<file path="src/hdl/slcd_pkg.sv">
// ----------------------------------------------------------------------------
// slcd_pkg - shared types and constants of the sync/length/CRC-32 deframer
// Phase codes, result kinds, register indexes, CRC constants and the
// result record passed to the output register.
// ----------------------------------------------------------------------------
package slcd_pkg;

	// Receiver phase, one-hot
	typedef enum logic [5:0] {
		PH_SYNC0   = 6'b000001,
		PH_SYNC1   = 6'b000010,
		PH_LEN_LO  = 6'b000100,
		PH_LEN_HI  = 6'b001000,
		PH_PAYLOAD = 6'b010000,
		PH_CRC     = 6'b100000
	} slcd_phase_t;

	// Result kinds
	localparam logic [1:0] KIND_DATA    = 2'd0;
	localparam logic [1:0] KIND_GOOD    = 2'd1;
	localparam logic [1:0] KIND_CRC_ERR = 2'd2;
	localparam logic [1:0] KIND_LEN_ERR = 2'd3;

	// Configuration register indexes
	localparam logic [1:0] CFG_SYNC_FIRST  = 2'd0;
	localparam logic [1:0] CFG_SYNC_SECOND = 2'd1;
	localparam logic [1:0] CFG_MAX_PAYLOAD = 2'd2;

	// Register reset values
	localparam logic [7:0]  SYNC_FIRST_RST  = 8'hAA;
	localparam logic [7:0]  SYNC_SECOND_RST = 8'h55;
	localparam logic [15:0] MAX_PAYLOAD_RST = 16'd4088;

	// Reflected CRC-32
	localparam logic [31:0] CRC_POLY = 32'hEDB88320;
	localparam logic [31:0] CRC_ONES = 32'hFFFFFFFF;

	// Trailer length in bytes
	localparam logic [15:0] CRC_BYTES = 16'd4;

	// One result item
	typedef struct packed {
		logic [1:0]  result_kind;
		logic [7:0]  payload_byte;
		logic [15:0] payload_length;
	} slcd_result_t;

endpackage

</file>
<file path="src/hdl/slcd_if.sv">
// ----------------------------------------------------------------------------
// slcd_if - valid/ready channels of the deframer
// Received byte channel and result channel, each with source and sink views.
// ----------------------------------------------------------------------------

// Received byte stream
interface slcd_in_if;
	logic       valid;
	logic       ready;
	logic [7:0] rx_byte;

	modport source (output valid, output rx_byte, input ready);
	modport sink (input valid, input rx_byte, output ready);
endinterface

// Result stream
interface slcd_out_if;
	logic        valid;
	logic        ready;
	logic [1:0]  result_kind;
	logic [7:0]  payload_byte;
	logic [15:0] payload_length;

	modport source (output valid, output result_kind, output payload_byte,
		output payload_length, input ready);
	modport sink (input valid, input result_kind, input payload_byte,
		input payload_length, output ready);
endinterface

</file>
<file path="src/hdl/slcd_crc_byte.sv">
// ----------------------------------------------------------------------------
// slcd_crc_byte - bytewise reflected CRC-32 update
// Folds one byte into the CRC register, eight XOR/shift steps unrolled.
// ----------------------------------------------------------------------------
module slcd_crc_byte
	import slcd_pkg::*;
(
	input  logic [31:0] crc_in,
	input  logic [7:0]  data,
	output logic [31:0] crc_out
);

	// Shift out eight bits, LSB first
	always_comb begin
		crc_out = crc_in ^ {24'd0, data};
		for (int k = 0; k < 8; k++) begin
			crc_out = crc_out[0] ? (CRC_POLY ^ (crc_out >> 1)) : (crc_out >> 1);
		end
	end

endmodule

</file>
<file path="src/hdl/slcd_out_reg.sv">
// ----------------------------------------------------------------------------
// slcd_out_reg - result register
// Holds one result transaction until the sink takes it; reports when a new
// result can be loaded in the same cycle.
// ----------------------------------------------------------------------------
module slcd_out_reg
	import slcd_pkg::*;
(
	input  logic         clk,
	input  logic         arst_n,
	input  logic         load,
	input  slcd_result_t data,
	output logic         free,
	slcd_out_if.source   res
);

	logic         valid_q;
	slcd_result_t data_q;

	// Free when empty or being drained this cycle
	assign free = !valid_q || res.ready;

	// Valid flag
	always_ff @(posedge clk or negedge arst_n) begin
		if (!arst_n) begin
			valid_q <= 1'b0;
		end else if (load) begin
			valid_q <= 1'b1;
		end else if (res.ready) begin
			valid_q <= 1'b0;
		end
	end

	// Payload, no reset
	always_ff @(posedge clk) begin
		if (load) begin
			data_q <= data;
		end
	end

	assign res.valid          = valid_q;
	assign res.result_kind    = data_q.result_kind;
	assign res.payload_byte   = data_q.payload_byte;
	assign res.payload_length = data_q.payload_length;

endmodule

</file>
<file path="src/hdl/sync_length_crc32_deframer_core.sv">
// A result appears in the result register in the cycle after its byte is accepted.
// One byte per cycle, save when stalled; CRC update and phase logic are combinational.
// A byte is taken whenever the result register is empty or being read in that cycle.
// Reset (arst_n low): hunt for first sync, CRC all ones, result register empty,
// sync_first 0xAA, sync_second 0x55, max_payload 4088.
// ----------------------------------------------------------------------------
// sync_length_crc32_deframer_core - length-prefixed frame receiver with CRC-32
// Hunts two sync bytes, reads a little-endian length, passes payload bytes
// through, checks a little-endian CRC-32 trailer and reports frame status.
// ----------------------------------------------------------------------------
module sync_length_crc32_deframer_core
	import slcd_pkg::*;
(
	input  logic        clk,
	input  logic        arst_n,
	slcd_in_if.sink     rx,
	slcd_out_if.source  res,
	input  logic        cfg_we,
	input  logic [1:0]  cfg_index,
	input  logic [15:0] cfg_data
);

	// Configuration registers
	logic [7:0]  sync_first_q;
	logic [7:0]  sync_second_q;
	logic [15:0] max_payload_q;

	// Frame state
	slcd_phase_t phase_q, phase_d;
	logic [15:0] frame_length_q, frame_length_d;
	logic [15:0] byte_count_q, byte_count_d;
	logic [31:0] running_crc_q, running_crc_d;
	logic [31:0] received_crc_q, received_crc_d;

	logic         acc;
	logic         out_free;
	logic         res_load;
	slcd_result_t res_data;
	logic [31:0]  crc_next;
	logic [15:0]  count_inc;
	logic [7:0]   b;

	assign b         = rx.rx_byte;
	assign rx.ready  = out_free;
	assign acc       = rx.valid && rx.ready;
	assign count_inc = byte_count_q + 16'd1;

	// Register writes
	always_ff @(posedge clk or negedge arst_n) begin
		if (!arst_n) begin
			sync_first_q  <= SYNC_FIRST_RST;
			sync_second_q <= SYNC_SECOND_RST;
			max_payload_q <= MAX_PAYLOAD_RST;
		end else if (cfg_we) begin
			case (cfg_index)
				CFG_SYNC_FIRST:  sync_first_q  <= cfg_data[7:0];
				CFG_SYNC_SECOND: sync_second_q <= cfg_data[7:0];
				CFG_MAX_PAYLOAD: max_payload_q <= cfg_data;
				default: ;
			endcase
		end
	end

	slcd_crc_byte u_crc (
		.crc_in  (running_crc_q),
		.data    (b),
		.crc_out (crc_next)
	);

	// Phase logic and result selection
	always_comb begin
		phase_d        = phase_q;
		frame_length_d = frame_length_q;
		byte_count_d   = byte_count_q;
		running_crc_d  = running_crc_q;
		received_crc_d = received_crc_q;
		res_load       = 1'b0;
		res_data       = '0;
		case (phase_q)
			PH_SYNC1: begin
				if (b == sync_second_q) begin
					phase_d = PH_LEN_LO;
				end else if (b != sync_first_q) begin
					phase_d = PH_SYNC0;
				end
			end
			PH_LEN_LO: begin
				frame_length_d = {8'd0, b};
				phase_d        = PH_LEN_HI;
			end
			PH_LEN_HI: begin
				frame_length_d = {b, frame_length_q[7:0]};
				if (frame_length_d > max_payload_q) begin
					phase_d                 = PH_SYNC0;
					res_load                = 1'b1;
					res_data.result_kind    = KIND_LEN_ERR;
					res_data.payload_length = frame_length_d;
				end else begin
					running_crc_d = CRC_ONES;
					byte_count_d  = '0;
					if (frame_length_d == '0) begin
						received_crc_d = '0;
						phase_d        = PH_CRC;
					end else begin
						phase_d = PH_PAYLOAD;
					end
				end
			end
			PH_PAYLOAD: begin
				running_crc_d = crc_next;
				byte_count_d  = count_inc;
				// last payload byte: start collecting the trailer
				if (count_inc >= frame_length_q) begin
					byte_count_d   = '0;
					received_crc_d = '0;
					phase_d        = PH_CRC;
				end
				res_load              = 1'b1;
				res_data.result_kind  = KIND_DATA;
				res_data.payload_byte = b;
			end
			PH_CRC: begin
				received_crc_d = {b, received_crc_q[31:8]};
				byte_count_d   = count_inc;
				if (count_inc >= CRC_BYTES) begin
					phase_d                 = PH_SYNC0;
					res_load                = 1'b1;
					res_data.payload_length = frame_length_q;
					res_data.result_kind    = (received_crc_d == ~running_crc_q) ?
						KIND_GOOD : KIND_CRC_ERR;
				end
			end
			default: begin
				phase_d = (b == sync_first_q) ? PH_SYNC1 : PH_SYNC0;
			end
		endcase
	end

	// Frame state registers
	always_ff @(posedge clk or negedge arst_n) begin
		if (!arst_n) begin
			phase_q        <= PH_SYNC0;
			frame_length_q <= '0;
			byte_count_q   <= '0;
			running_crc_q  <= CRC_ONES;
			received_crc_q <= '0;
		end else if (acc) begin
			phase_q        <= phase_d;
			frame_length_q <= frame_length_d;
			byte_count_q   <= byte_count_d;
			running_crc_q  <= running_crc_d;
			received_crc_q <= received_crc_d;
		end
	end

	slcd_out_reg u_out (
		.clk    (clk),
		.arst_n (arst_n),
		.load   (acc && res_load),
		.data   (res_data),
		.free   (out_free),
		.res    (res)
	);

	// Checks
	a_payload_passes: assert property (@(posedge clk) disable iff (!arst_n)
		acc && phase_q == PH_PAYLOAD |=> res.valid && res.result_kind == KIND_DATA
		&& res.payload_byte == $past(b))
		else $error("payload byte not passed to result register");

	a_len_err: assert property (@(posedge clk) disable iff (!arst_n)
		acc && phase_q == PH_LEN_HI && {b, frame_length_q[7:0]} > max_payload_q
		|=> res.valid && res.result_kind == KIND_LEN_ERR && phase_q == PH_SYNC0)
		else $error("oversize length not reported");

	a_trailer_count: assert property (@(posedge clk) disable iff (!arst_n)
		phase_q == PH_CRC |-> byte_count_q < CRC_BYTES)
		else $error("trailer byte count out of range");

	a_ready_when_empty: assert property (@(posedge clk) disable iff (!arst_n)
		!res.valid |-> rx.ready)
		else $error("input stalled with empty result register");

endmodule
</file>
<file path="src/flat_wrapper.sv">
// flat-port wrapper written by rule: the top's interface ports become plain ports
module sync_length_crc32_deframer_core_flat import slcd_pkg::*;
  (clk, arst_n, cfg_we, cfg_index, cfg_data, rx_valid, rx_rx_byte, rx_ready, res_valid, res_result_kind, res_payload_byte, res_payload_length, res_ready);
  slcd_in_if rx_i ();
  slcd_out_if res_i ();
  input  logic clk;
  input  logic arst_n;
  input  logic cfg_we;
  input  logic [1:0] cfg_index;
  input  logic [15:0] cfg_data;
  input wire logic [$bits(rx_i.valid)-1:0] rx_valid;
  input wire logic [$bits(rx_i.rx_byte)-1:0] rx_rx_byte;
  output wire logic [$bits(rx_i.ready)-1:0] rx_ready;
  output wire logic [$bits(res_i.valid)-1:0] res_valid;
  output wire logic [$bits(res_i.result_kind)-1:0] res_result_kind;
  output wire logic [$bits(res_i.payload_byte)-1:0] res_payload_byte;
  output wire logic [$bits(res_i.payload_length)-1:0] res_payload_length;
  input wire logic [$bits(res_i.ready)-1:0] res_ready;
  assign rx_i.valid = rx_valid;
  assign rx_i.rx_byte = rx_rx_byte;
  assign rx_ready = rx_i.ready;
  assign res_valid = res_i.valid;
  assign res_result_kind = res_i.result_kind;
  assign res_payload_byte = res_i.payload_byte;
  assign res_payload_length = res_i.payload_length;
  assign res_i.ready = res_ready;
  sync_length_crc32_deframer_core u_core (.clk(clk), .arst_n(arst_n), .rx(rx_i), .res(res_i), .cfg_we(cfg_we), .cfg_index(cfg_index), .cfg_data(cfg_data));
endmodule
</file>
<file path="config.mk">
export PLATFORM = sky130hd
export DESIGN_NAME = sync_length_crc32_deframer_core_flat
export DESIGN_NICKNAME = d
export VERILOG_FILES = /design/src/hdl/slcd_pkg.sv /design/src/hdl/slcd_if.sv /design/src/hdl/slcd_crc_byte.sv /design/src/hdl/slcd_out_reg.sv /design/src/hdl/sync_length_crc32_deframer_core.sv /design/src/flat_wrapper.sv
export SDC_FILE = /design/constraint.sdc
export NUM_CORES = 1
export LEC_CHECK = 0
export CAP_MARGIN = 30
export CORE_UTILIZATION = 28
export DETAILED_ROUTE_END_ITERATION = 10
export DONT_BUFFER_PORTS = 1
export GPL_ROUTABILITY_DRIVEN = 0
export MAX_ROUTING_LAYER = met4
export PLACE_DENSITY = 0.51
export SLEW_MARGIN = 0
export SYNTH_ARGS = -nofsm -noshare
export SYNTH_HDL_FRONTEND = slang
export SYNTH_SLANG_ARGS = --single-unit
</file>
<file path="constraint.sdc">
create_clock -name clk -period 7.4 [get_ports clk]
set_clock_uncertainty 0.15 [all_clocks]
set_input_delay 0.74 -clock clk [delete_from_list [all_inputs] [get_ports clk]]
set_output_delay 0.74 -clock clk [all_outputs]
set_load 0.05 [all_outputs]
</file>
After elaboration in Yosys (flattened, before gate mapping). Index checks and enable logic that the tools add are counted. W data, S select, Z words.

Equal/unequal tests: 16. Reduce and logical (&&, ||, !) cells: 19. $lt $le $gt $ge: 3. Muxes and demuxes: 38. Add/sub/neg operators: 1. Bitwise gates (word level): 11.

Operators with widths (number): $mux W32 (12); $not A13 Y14 (8); $pmux W32 S3 (1); $mux W16 (4); $pmux W16 S2 (2); $pmux W32 S2 (1); $pmux W16 S3 (1); $mux W6 (6); $eq A32 B32 Y1 (1); $not A32 Y32 (1); $xor A32 B8 Y32 (1); $pmux W6 S5 (1); $add A16 B1 Y16 const B (1); $eq A8 B8 Y1 (2); $ge A16 B16 Y1 (1); $ge A16 B3 Y1 const B (1); $gt A16 B16 Y1 (1); $logic_not A16 Y1 (1); $reduce_and A3 Y1 (3); $mux W2 (4); $ne A8 B8 Y1 (1); $reduce_and A2 Y1 (4); $eq A6 B2 Y1 const B (1); $eq A6 B3 Y1 const B (1); other kinds (20) (28).

Word-level logic and storage cells: 101. Output and inout port bits: 28. Bits of input ports: 31. Register bits after elaboration: 161.

Longest topological paths before layout. Gate-level depths: netlist (run 1).

Depth in word-level cells: 18. Mapped depth: 15. Mapped depth without buffers: 12.

Modules after synthesis. From an unflattened synthesis (run 1), not the netlist that was laid out.

Cells, all modules: 874. Area, all modules: 9185.1 µm².

Modules (own cells, without submodules): sync_length_crc32_deframer_core (seq. area each 3215.6 µm², cells each 782, instances 1, area an instance 7419.6 µm²); slcd_crc_byte (seq. area each 0.0 µm², cells each 63, instances 1, area an instance 937.1 µm²); slcd_out_reg (seq. area each 805.8 µm², cells each 29, instances 1, area an instance 828.3 µm²).

Worst setup path after synthesis (run 1). OpenSTA, ideal clock, no wires.

Path kind: input to register. From: input port rx_rx_byte[6]. To: register u_core.u_out.data_q, in the netlist u_core.u_out.res.payload_byte[0] (enable). Stages on the path: 8. Path slack: 3.913 ns. Library setup time: 0.384 ns. Path buffers: 1. Arrival time: 2.953 ns. Cells stage by stage: ha_1 -> nand4_1 -> a2111oi_1 -> nor3_1 -> nor3_1 -> or2_1 -> buf_2 -> o21a_1.

Cells in the longest elaborated chain, start to end: 4.

Ends and longest elaborated chain: from (decl) (line flat_wrapper.sv:12) `input wire logic [$bits(rx_i.rx_byte)-1:0] rx_rx_byte;`; $gt A16 B16 Y1 (line sync_length_crc32_deframer_core.sv:93) `if (frame_length_d > max_payload_q) begin`; $mux W1 (line sync_length_crc32_deframer_core.sv:93); $pmux W1 S3 (line sync_length_crc32_deframer_core.sv:79) `case (phase_q)`; $logic_and A1 B1 Y1 (line sync_length_crc32_deframer_core.sv:159) `.load (acc && res_load),`; named net u_core.u_out.load (line slcd_out_reg.sv:11) `input logic load,`; to (signal assigned) (line slcd_out_reg.sv:37) `data_q <= data;`; to (decl) (line slcd_out_reg.sv:18) `slcd_result_t data_q;`.

The timed path passes the listed nets, and every way through them passes these cells. A chain may end at the register's enable or synchronous reset.

Worst setup path in the final report (run 1).
From: register u_core.phase_q[3]. To: register u_core.u_out.data_q, in the netlist u_core.u_out.res.payload_length[9] (enable).

Cells in the longest elaborated chain, start to end: 3. Elaborated cells on any way between the ends: 5. Classes of those cells: 3 x eq/ne; 1 x mux; 1 x reduce/logical.

Ends and longest elaborated chain: from (decl) (line sync_length_crc32_deframer_core.sv:29) `slcd_phase_t phase_q, phase_d;`; from (signal assigned) (line sync_length_crc32_deframer_core.sv:148) `phase_q <= phase_d;`; $eq A6 B6 Y1, or another cell as far along (line sync_length_crc32_deframer_core.sv:79); $pmux W1 S3 (*) (line sync_length_crc32_deframer_core.sv:79); $logic_and A1 B1 Y1 (*) (line sync_length_crc32_deframer_core.sv:159); named net u_core.u_out.load (line slcd_out_reg.sv:11).

Mark *: on every way through the listed nets, which the timed path passes. The rest lies on a longest branch.

==> impl_metrics.csv, run 1 <==
group,metric,value,unit
drt,first_pass_iters,7,
timing,slew_headroom,0.300,
placed_design,io_buffers,0,
final_layout,finalNetCount,865,
pwr,powerDensity,201,nW/µm²
worst_setup_path,cp-start-kind,"flip-flop",
worst_setup_path,worstPathArrival,4.11,ns
final_layout,drive_above_1_share,0.168,
worst_setup_path,worstSetupEndpointType,"flip-flop",
drt,vias,5800,
timing,period_needed,4.12,ns
drt,drt-total-wl,22400,µm
clocking,clockBufferDepth,2,
synthesis,synth_area_leaders,"dfrtp_1 22%, dfstp_2 15%, edfxtp_1 9.0%",
floorplan,die_x,178,µm
timing,setup_viol,0,
drt,drc,1,
global_routing,grt.overflow.total,0,
floorplan,core,30500,µm²
timing,holdWs,0.0439,ns
synthesis,synth_cell_type_count,61,
synthesis,yosys_register_bits,153,
outcome,status,"finished with violations",
timing,hold_viol,0,
synthesis,ys_seq_area_frac,0.463,
worst_setup_path,worstPathMaxFanout,20,
global_routing,grt_max_degree,78,
floorplan,boundaryPins,59,
synthesis,yosysTopAreaCellShare,0.222,
timing,tightest_slew,1.05,ns
synthesis,synth_top_area_cell,"dfrtp_1",
drt,antenna_left,0,
timing,slew_viol_final,0,
final_layout,diodes,0,
floorplan,rows,64,
synthesis,syn_nets,885,
drt,drt-initial-drc-count,236,
global_routing,grt_pass1_vias,5938,
hold_path,hold_class,"in -> async",
placed_design,dpl.hpwl,15500,µm
flow_run,drv_cap,0,
clocking,cts_tree,"yes",
final_layout,area_delta_synth_final,10.3,%
floorplan,initial_core_util,0.284,
clocking,ctsHtreeMaxLevel,4,
clocking,cts_buffers,17,
clocking,cts_root_buffer,"clkbuf_16",
drt,avgViaCountPerCell,4.79,
pwr,ir_drop,0.141,mV
timing,fmax,242,MHz
synthesis,synthesis.area,8680,µm²
timing,fin_setup_tns,0,ns
outcome,violations,"DRC",
synthesis,netlist_instances,821,
synthesis,yosys_warnings,0,
drt,wire_per_inst,18.5,µm
synthesis,synth_edf_count,26,
synthesis,synth-async-reset-ratio,0.830,
worst_setup_path,cp.required,7.39,ns
clocking,clock_latency,0.43,ns
global_routing,grt_use_total,0.154,
worst_setup_path,critical_path_class,"reg -> reg",
clocking,cts_sinks,153,
clocking,clk_pin_slew_worst_paths,0.07,ns
floorplan,die-area,31700,µm²
synthesis,ys.flop_type,"dfrtp_1",
global_routing,grt_pass1_wl,35100,µm
timing,period_share,0.557,
timing,rsz0062_at_grt,"false",
floorplan,fp.dieH,178,µm
synthesis,synth.avg_cell_area,10.6,µm²
global_routing,antenna_found_initial,0,
pwr,leakage,4.10,nW
==> logic make-up (layout without fill, tap and decap cells) <==
logic type,count (synthesis),after routing,share of synthesized area
AOI/OAI and AO/OA,140,140,0.116
xor gates and xnor gates,135,135,0.143
adders and majority gates,33,33,0.0476
buffers and inverters,96,89,0.0481
DFF,153,153,0.463
muxes,46,46,0.0585
and+or+nand+nor,218,218,0.123
==> synth_stat cells (all sizes together), types with 2 or more instances <==
library cell	instances
o22a	5
a22o	27
ha	33
o21ai	17
o21bai	3
a2111oi	4
mux2i	8
buf	32
nor2	49
nor2b	3
dfstp	50
nand3	14
nor4	14
a221o	5
dfrtp	77
nand2	69
o211ai	5
xor2	80
a21o	6
mux2	38
a31oi	9
a21oi	31
and2	20
xnor2	55
inv	51
o31ai	18
a211oi	3
nand4	18
or2	4
and3	4
nor3b	3
edfxtp	26
nor3	10
nand3b	4
and4	2
clkbuf	13
==> stage by stage <==
step | power [mW] | util | instance area (µm²) | instances | setup slack [ns]
CTS | 1.96 | 0.314 | 9570 | 1210 | 3.26
detailed placement | 1.11 | 0.295 | 9000 | 1177 | 3.27
floorplan | 1.08 | - | 8680 | 821 | 3.91
global placement | 1.11 | 0.294 | 8970 | 1175 | 2.99
finish | 1.93 | 0.314 | 9570 | 1210 | 3.28
global route | 2.01 | 0.314 | 9570 | 1210 | 2.94
==> critical path, stage by stage, from the launching register on <==
cell and delay, ns:
dfrtp_1 0.46, nor3_1 0.36, nand3_1 0.74, a31oi_1 1.09, or2_1 0.33, o21a_1 0.45
buf_16 0.22
==> power by group <==
part           total (mW)  switching, mW  internal (mW)  leakage, nW
clock network       0.823          0.386          0.436        0.268
logic               0.185         0.0932         0.0921         2.10
registers           0.919         0.0187          0.901         1.74
total                1.93          0.498           1.43         4.10
==> cells in the final DEF (no fill, tap or decap), drive strengths merged, types with 5 or more instances in the layout <==
cell    instances
o31ai          18
mux2           38
nor2           49
nand3          14
and2           20
o22a            5
nand4          18
inv            58
clkbuf         17
edfxtp         26
o21ai          17
xor2           80
nand2          69
buf             6
a221o           5
a21oi          31
clkinv          7
ha             33
nor4           14
o211ai          5
nor3           10
a22o           27
a31oi           9
xnor2          55
a21o            6
dfrtp          77
mux2i           8
dfstp          50
==> path summary, 6_finish.rpt <==
check	endpoint	cells after the start	slack, ns	from
setup / recovery	u_core.u_out.res.payload_length[9]$_DFFE_PP_	6	3.28	u_core.phase_q[3]$_DFFE_PN0P_
hold / removal	u_core.running_crc_q[1]$_DFFE_PN1P_	0	0.04	arst_n
setup reg to reg	u_core.u_out.res.payload_length[9]$_DFFE_PP_	6	3.28	u_core.phase_q[3]$_DFFE_PN0P_
hold reg to reg	u_core.received_crc_q[8]$_DFFE_PN0P_	2	0.35	u_core.received_crc_q[8]$_DFFE_PN0P_
max in group asynchronous	u_core.received_crc_q[15]$_DFFE_PN0P_	1	6.68	arst_n
min in group clk	u_core.received_crc_q[30]$_DFFE_PN0P_	2	0.28	rx_rx_byte[6]
==> per-layer routing <==
layer  share of wire  GRT usage
met2            0.46      0.234
met3           0.049     0.0341
met4           0.014     0.0438
met1            0.48      0.206
met5               0          -
==> area by class of cell <==
type	instances	area [µm²]
Fill cell	3091	20900
Tap cell	396	495
Multi-Input combinational cell	572	4240
Sequential cell	153	4020
Clock inverter	15	118
Inverter	51	191
Timing Repair Buffer	6	82.6
Clock buffer	17	425
==> registers in the layout, summed over array words and instances (netlist names) <==
| signal | count |
|---|---|
| u_core.u_out.res.payload_byte | 8 |
| u_core.u_out.res.payload_length | 16 |
| u_core.max_payload_q | 16 |
| u_core.running_crc_q | 32 |
| u_core.phase_q | 6 |
| u_core.sync_second_q | 8 |
| u_core.received_crc_q | 24 |
| u_core.sync_first_q | 8 |
| u_core.u_out.res.valid | 1 |
| u_core.frame_length_q | 16 |
| u_core.byte_count_q | 16 |
| u_core.u_out.res.result_kind | 2 |
==> what timing repair did <==
item / 4_1_cts / 5_1_grt
endpoints found under the hold margin: 77 / 0
buffers inserted: 0 / 0
hold buffers: 1 / 0
gates resized for setup: 0 / 0
Power figures use the tool's default switching activity.
==> run 2: changes to the inputs <==
==> constraint.sdc (replaced) <==
create_clock -name clk -period 4.3 [get_ports clk]
set_clock_uncertainty 0.15 [all_clocks]
set_input_delay 0.43 -clock clk [delete_from_list [all_inputs] [get_ports clk]]
set_output_delay 0.43 -clock clk [all_outputs]
set_load 0.05 [all_outputs]
==> run 2 against run 1 <==
Net effect: the flow still finishes with violations (DRC); hold slack worse by 0.027 ns; combinational power up 96%; register-to-register slack worse by 2.7 ns; clock-buffer cell count up 3; sequential power up 72%; largest cell class unchanged; fmax up 11%; power up 78%.
==> impl_metrics.csv, run 2 (synthesized netlist as in run 1, its figures left out) <==
group,metric,value,unit
outcome,status,"finished with violations",
outcome,violations,"DRC",
drt,first_pass_iters,7,
worst_setup_path,cp.required,4.51,ns
timing,fin_setup_tns,0,ns
global_routing,met1_usage,0.221,
clocking,cts_buffers,17,
global_routing,grt.met2_usage,0.226,
hold_path,worstHoldStart,"rx_rx_byte[7]",
pwr,powerDensity,346,nW/µm²
clocking,cts_sinks,153,
floorplan,initial_core_util,0.284,
timing,slew_viol_final,0,
floorplan,boundaryPins,59,
final_layout,finalNetCount,898,
global_routing,met3_usage,0.0450,
timing,hold_viol,0,
clocking,cts_root_buffer,"clkbuf_16",
final_layout,final_cells,1244,
timing,fmax,269,MHz
worst_setup_path,rr_startpoint,"u_core.byte_count_q[6]$_DFFE_PN0P_",
flow_run,drv_cap,0,
pwr,p_seq_frac,0.461,
timing,period_needed,3.71,ns
worst_setup_path,reg2reg_to,"u_core.byte_count_q[6]$_DFFE_PN0P_",
timing,setup_viol,0,
pwr,cell_internal_pwr,2.55,mW
placed_design,io_buffers,0,
final_layout,final_common_cell,"xor2_1",
clocking,clock_latency,0.43,ns
hold_path,hold_class,"in -> reg",
worst_setup_path,critical_path_class,"reg -> reg",
drt,drc,1,
global_routing,grt.overflow.total,0,
final_layout,largest_reg_flops,32,
clocking,cts_tree,"yes",
global_routing,grt_max_degree,128,
drt,avgViaCountPerCell,4.82,
final_layout,top_regs,"u_core.running_crc_q (32), u_core.received_crc_q (24)",
placed_design,dpl.hpwl,15100,µm
pwr,p_sw,886,µW
floorplan,fp.dieH,178,µm
clocking,clk_pin_slew_worst_paths,0.06,ns
worst_setup_path,crit_path_end,"u_core.byte_count_q[6]$_DFFE_PN0P_",
drt,vias,5993,
timing,tightest_slew,0.813,ns
final_layout,area_delta_synth_final,14.1,%
drt,antenna_left,0,
pwr,pwr-share-clk,0.433,
drt,wire_per_inst,18.7,µm
drt,drt-total-wl,23300,µm
floorplan,core,30500,µm²
pwr,ir_drop,0.257,mV
global_routing,grt_use_total,0.161,
timing,rsz0062_at_grt,"false",
floorplan,rows,64,
global_routing,grt_pass1_vias,6145,
pwr,leakage,4.25,nW
final_layout,final_cell_mix,"79 x xor2_1, 77 x dfrtp_1, 69 x nand2_1",
clocking,clockBufferDepth,2,
timing,period_share,0.863,
worst_setup_path,worstSetupEndpointType,"flip-flop",
final_layout,top_register,"u_core.running_crc_q",
worst_setup_path,cp-startpoint,"u_core.byte_count_q[6]$_DFFE_PN0P_",
worst_setup_path,reg2reg_depth,13,
placed_design,dp.cells,1184,
pwr,comb_power_share,0.106,
worst_setup_path,reg2reg_setup_slack,0.59,ns
drt,drt-initial-drc-count,398,
global_routing,grt_pass1_wl,36900,µm
global_routing,antenna_found_initial,3,
floorplan,die_x,178,µm
clocking,ctsHtreeMaxLevel,4,
global_routing,top_usage_layer,"met2",
worst_setup_path,worstPathMaxFanout,16,
worst_setup_path,cp-start-kind,"flip-flop",
timing,slew_headroom,0.456,
pwr,swShare,0.258,
timing,holdWs,0.0168,ns
floorplan,die-area,31700,µm²
worst_setup_path,worstPathArrival,3.92,ns
final_layout,drive_above_1_share,0.172,
run 2: changes by cell type in the layout (fill, tap and decap cells not counted), sizes merged:
| cell | previous run | this run |
|---|---|---|
| clkinv | 7 | 2 |
| clkbuf | 17 | 20 |
| clkinvlp | 1 | 3 |
| dlygate4sd3 | 0 | 26 |
| buf | 6 | 13 |
| diode | 0 | 1 |
run 2: metrics by stage:
stage | power, mW | cell area, µm² | setup slack [ns] | utilization
5_1_grt | 3.58 | 9910 | 0.295 | 0.325
3_3_place_gp | 1.91 | 9030 | 0.665 | 0.296
3_5_place_dp | 1.91 | 9040 | 0.635 | 0.296
4_1_cts | 3.47 | 9900 | 0.608 | 0.325
6_report | 3.43 | 9910 | 0.589 | 0.325
2_1_floorplan | 1.87 | 8680 | 1.09 | -
run 2: power by group through the flow:
stage	Sequential, mW	Clock, mW	Combinational, mW
2_1_floorplan	1.60	0	0.266
5_1_grt	1.59	1.59	0.407
3_5_place_dp	1.61	0	0.303
3_3_place_gp	1.61	0	0.299
4_1_cts	1.58	1.53	0.366
6_report	1.58	1.49	0.362
run 2: worst min path at each step:
| stage | cells past startpoint | end |
|---|---|---|
| finish | 1 | u_core.frame_length_q[15]$_DFFE_PN0P_ |
| global route | 1 | u_core.frame_length_q[15]$_DFFE_PN0P_ |
| CTS | 1 | u_core.frame_length_q[15]$_DFFE_PN0P_ |
| detailed placement | 0 | u_core.frame_length_q[9]$_DFFE_PN0P_ |
| global placement | 0 | u_core.frame_length_q[9]$_DFFE_PN0P_ |
| floorplan | 0 | u_core.byte_count_q[0]$_DFFE_PN0P_ |
run 2: metal layers:
layer / up-vias / share of wire
met4: 0 / 0.024
li1: 2896 / -
met1: 2911 / 0.49
met3: 28 / 0.062
met2: 158 / 0.42
met5: - / 0
run 2: critical path, cell delays in order, from the launching register on:
cell and delay [ns]:
dfrtp_1 0.55, nand4_1 0.19, nor2_1 0.39, nand2_1 0.18, xnor2_1 0.22, ha_1 0.27, a21o_1 0.18, a21o_1 0.17
a211oi_1 0.36, o21ai_1 0.17, and2_1 0.30, nor2_2 0.11, buf_4 0.23, a221o_1 0.18
run 2: area by class of cell:
| type | instances | area [µm²] |
|---|---|---|
| fillers | 3120 | 20600 |
| repair buffers | 39 | 375 |
| multi-input cells | 572 | 4240 |
| well taps | 396 | 495 |
| diodes | 1 | 2.50 |
| inverters | 51 | 191 |
| flip-flops and latches | 153 | 4020 |
| clock buffers | 20 | 478 |
| clock inverters | 12 | 103 |
run 2: what timing repair did:
action / 4_1_cts / 5_1_grt
resized for setup: 0 / 0
hold buffers: 27 / 0
hold endpoints to repair: 182 / 0
setup buffers: 0 / 0
==> run 3: changes to the inputs <==
--- a/config.mk
+++ b/config.mk
@@ -11,7 +11,8 @@
 export DONT_BUFFER_PORTS = 1
 export GPL_ROUTABILITY_DRIVEN = 0
 export MAX_ROUTING_LAYER = met4
-export PLACE_DENSITY = 0.51
+export PLACE_DENSITY = 0.53
+export SKIP_LAST_GASP = 1
 export SLEW_MARGIN = 0
 export SYNTH_ARGS = -nofsm -noshare
 export SYNTH_HDL_FRONTEND = slang
==> constraint.sdc (replaced) <==
create_clock -name clk -period 3.3 [get_ports clk]
set_clock_uncertainty 0.15 [all_clocks]
set_input_delay 0.33 -clock clk [delete_from_list [all_inputs] [get_ports clk]]
set_output_delay 0.33 -clock clk [all_outputs]
set_load 0.05 [all_outputs]
==> run 3 against run 2 <==
Net effect: critical path depth down 2; first-iteration DRC count is 34% higher; the run ends with hold timing left; sequential cell count stayed put; largest power group unchanged; setup slack got worse by 0.44 ns; clock-buffer cell count rose by 2.
==> impl_metrics.csv, run 3 (synthesized netlist as in run 1, its figures left out) <==
group,metric,value,unit
drt,met3_length,1070,µm
floorplan,rows,64,
timing,fmax,318,MHz
drt,avgViaCountPerCell,4.84,
final_layout,post-route-util,0.338,
worst_setup_path,worstSetupEndpointType,"flip-flop",
drt,drt-total-wl,23200,µm
timing,fin_ws,0.151,ns
pwr,ir_drop,0.340,mV
timing,setup_viol,0,
placed_design,dpl.hpwl,15400,µm
clocking,cts_sinks,153,
drt,drt-initial-drc-count,532,
timing,slew_headroom,0.463,
floorplan,fp.dieH,178,µm
clocking,clk_pin_slew_worst_paths,0.07,ns
placed_design,io_buffers,0,
worst_setup_path,rr_startpoint,"u_core.byte_count_q[1]$_DFFE_PN0P_",
timing,tightest_slew,0.803,ns
timing,holdWs,-0.551,ns
worst_setup_path,worstPathArrival,3.31,ns
timing,period_share,0.954,
clocking,cts_tree,"yes",
worst_setup_path,cp_slowest_cell,"dfrtp_2",
floorplan,die-area,31700,µm²
floorplan,boundaryPins,59,
timing,period_needed,3.15,ns
drt,dr.max_layer_used,"met4",
global_routing,antenna_found_initial,0,
worst_setup_path,worstPathMaxFanout,8,
floorplan,die_x,178,µm
worst_setup_path,crit_chain,"nand3_4 > or2_2 > xnor2_1 > ha_1 > a2111oi_4 > o21ai_2 > a211oi_2 > o21ai_2 > o211ai_1 > o21ba_4 > mux2_1",
final_layout,final_cell_mix,"79 x xor2_1, 74 x dfrtp_1, 69 x nand2_1",
clocking,cts_buffers,17,
floorplan,initial_core_util,0.284,
drt,drt-met1-wl,11900,µm
clocking,hold_buffers,25,
drt,drc,0,
worst_setup_path,critical_path_class,"reg -> reg",
worst_setup_path,cpPeakStageDelay,0.43,ns
pwr,powerDensity,440,nW/µm²
pwr,leakage,4.44,nW
global_routing,grt_use_total,0.158,
global_routing,grt.overflow.total,0,
timing,slew_viol_final,0,
global_routing,grt_pass1_wl,36300,µm
drt,wire_per_inst,18.2,µm
timing,hold_viol,127,
global_routing,grt_max_degree,128,
final_layout,final_cells,1276,
drt,antenna_left,0,
global_routing,grt_pass1_vias,6138,
final_layout,top_regs,"u_core.running_crc_q (32), u_core.received_crc_q (24)",
clocking,clock_latency,0.43,ns
flow_run,drv_cap,0,
drt,first_pass_iters,5,
drt,vias,6182,
clocking,clockBufferDepth,2,
final_layout,fin_area,10300,µm²
clocking,ctsHtreeMaxLevel,4,
final_layout,final_common_cell,"xor2_1",
drt,dr_wl_met2,9810,µm
placed_design,place_ws,-0.175,ns
placed_design,placed_cell_area,9290,µm²
final_layout,largest_reg_flops,32,
final_layout,finalNetCount,930,
final_layout,fill_cells,3098,
clocking,cts_root_buffer,"clkbuf_16",
timing,fin_setup_tns,0,ns
floorplan,core,30500,µm²
final_layout,drive_above_1_share,0.224,
pwr,p_total,4.54,mW
hold_path,hold_class,"in -> async",
worst_setup_path,cp-start-kind,"flip-flop",
placed_design,dp.cells,1211,
outcome,violations,"hold timing",
final_layout,area_delta_synth_final,18.9,%
worst_setup_path,cp-startpoint,"u_core.byte_count_q[1]$_DFFE_PN0P_",
worst_setup_path,cp_common_cell,"o21ai_2",
worst_setup_path,cp.required,3.46,ns
outcome,status,"finished with violations",
final_layout,top_register,"u_core.running_crc_q",
[run 3: worst max-delay path: cells and delay by family (launching register included)]
kind                       cells  cell delay [ns]
xor gates and xnor gates       1             0.15
and+or+nand+nor                2             0.47
AOI/OAI and AO/OA              6             1.15
adders and majority gates      1             0.38
muxes                          1             0.31
DFF                            1             0.43
[run 3: path summary, 6_finish.rpt]
| path | end | slack, ns | cells after the start |
|---|---|---|---|
| min in group clk | u_core.u_out.res.payload_length[14]$_DFFE_PP_ | 0.05 | 1 |
| worst max register to register | u_core.phase_q[4]$_DFFE_PN0P_ | 0.15 | 11 |
| max in group asynchronous | u_core.max_payload_q[10]$_DFFE_PN1P_ | 3.26 | 0 |
| worst max-delay path | u_core.phase_q[4]$_DFFE_PN0P_ | 0.15 | 11 |
| worst min-delay path | u_core.frame_length_q[11]$_DFFE_PN0P_ | -0.55 | 0 |
| worst min register to register | u_core.received_crc_q[12]$_DFFE_PN0P_ | 0.35 | 2 |
[run 3: power breakdown]
group	leakage, nW	total, mW	internal (mW)	switching (mW)
Clock	0.289	2.03	1.17	0.863
Sequential	1.73	2.06	2.02	0.0425
Combinational	2.41	0.446	0.228	0.218
[run 3: repair_timing]
action | 4_1_cts | 5_1_grt
pin swaps | 2 | 7
endpoints found under the hold margin | 199 | 127
setup endpoints to repair | 22 | 80
setup buffers | 1 | 5
gates cloned | 0 | 1
gates resized for setup | 5 | 24
[run 3: layer usage]
layer	vias to the layer above	GRT usage
met1	3063	0.222
met3	26	0.0373
met2	132	0.222
li1	2961	-
met4	0	0.0470
met5	-	-
[run 3: cell type report]
type,count,area (µm²),area share
clock buffers,22,500,0.0485
clock inverters,10,104,0.0101
diodes,1,2.50,0.000243
repair buffers,70,638,0.0619
inverters,51,191,0.0186
well taps,396,495,0.0480
multi-input cells,573,4360,0.423
flip-flops and latches,153,4030,0.390
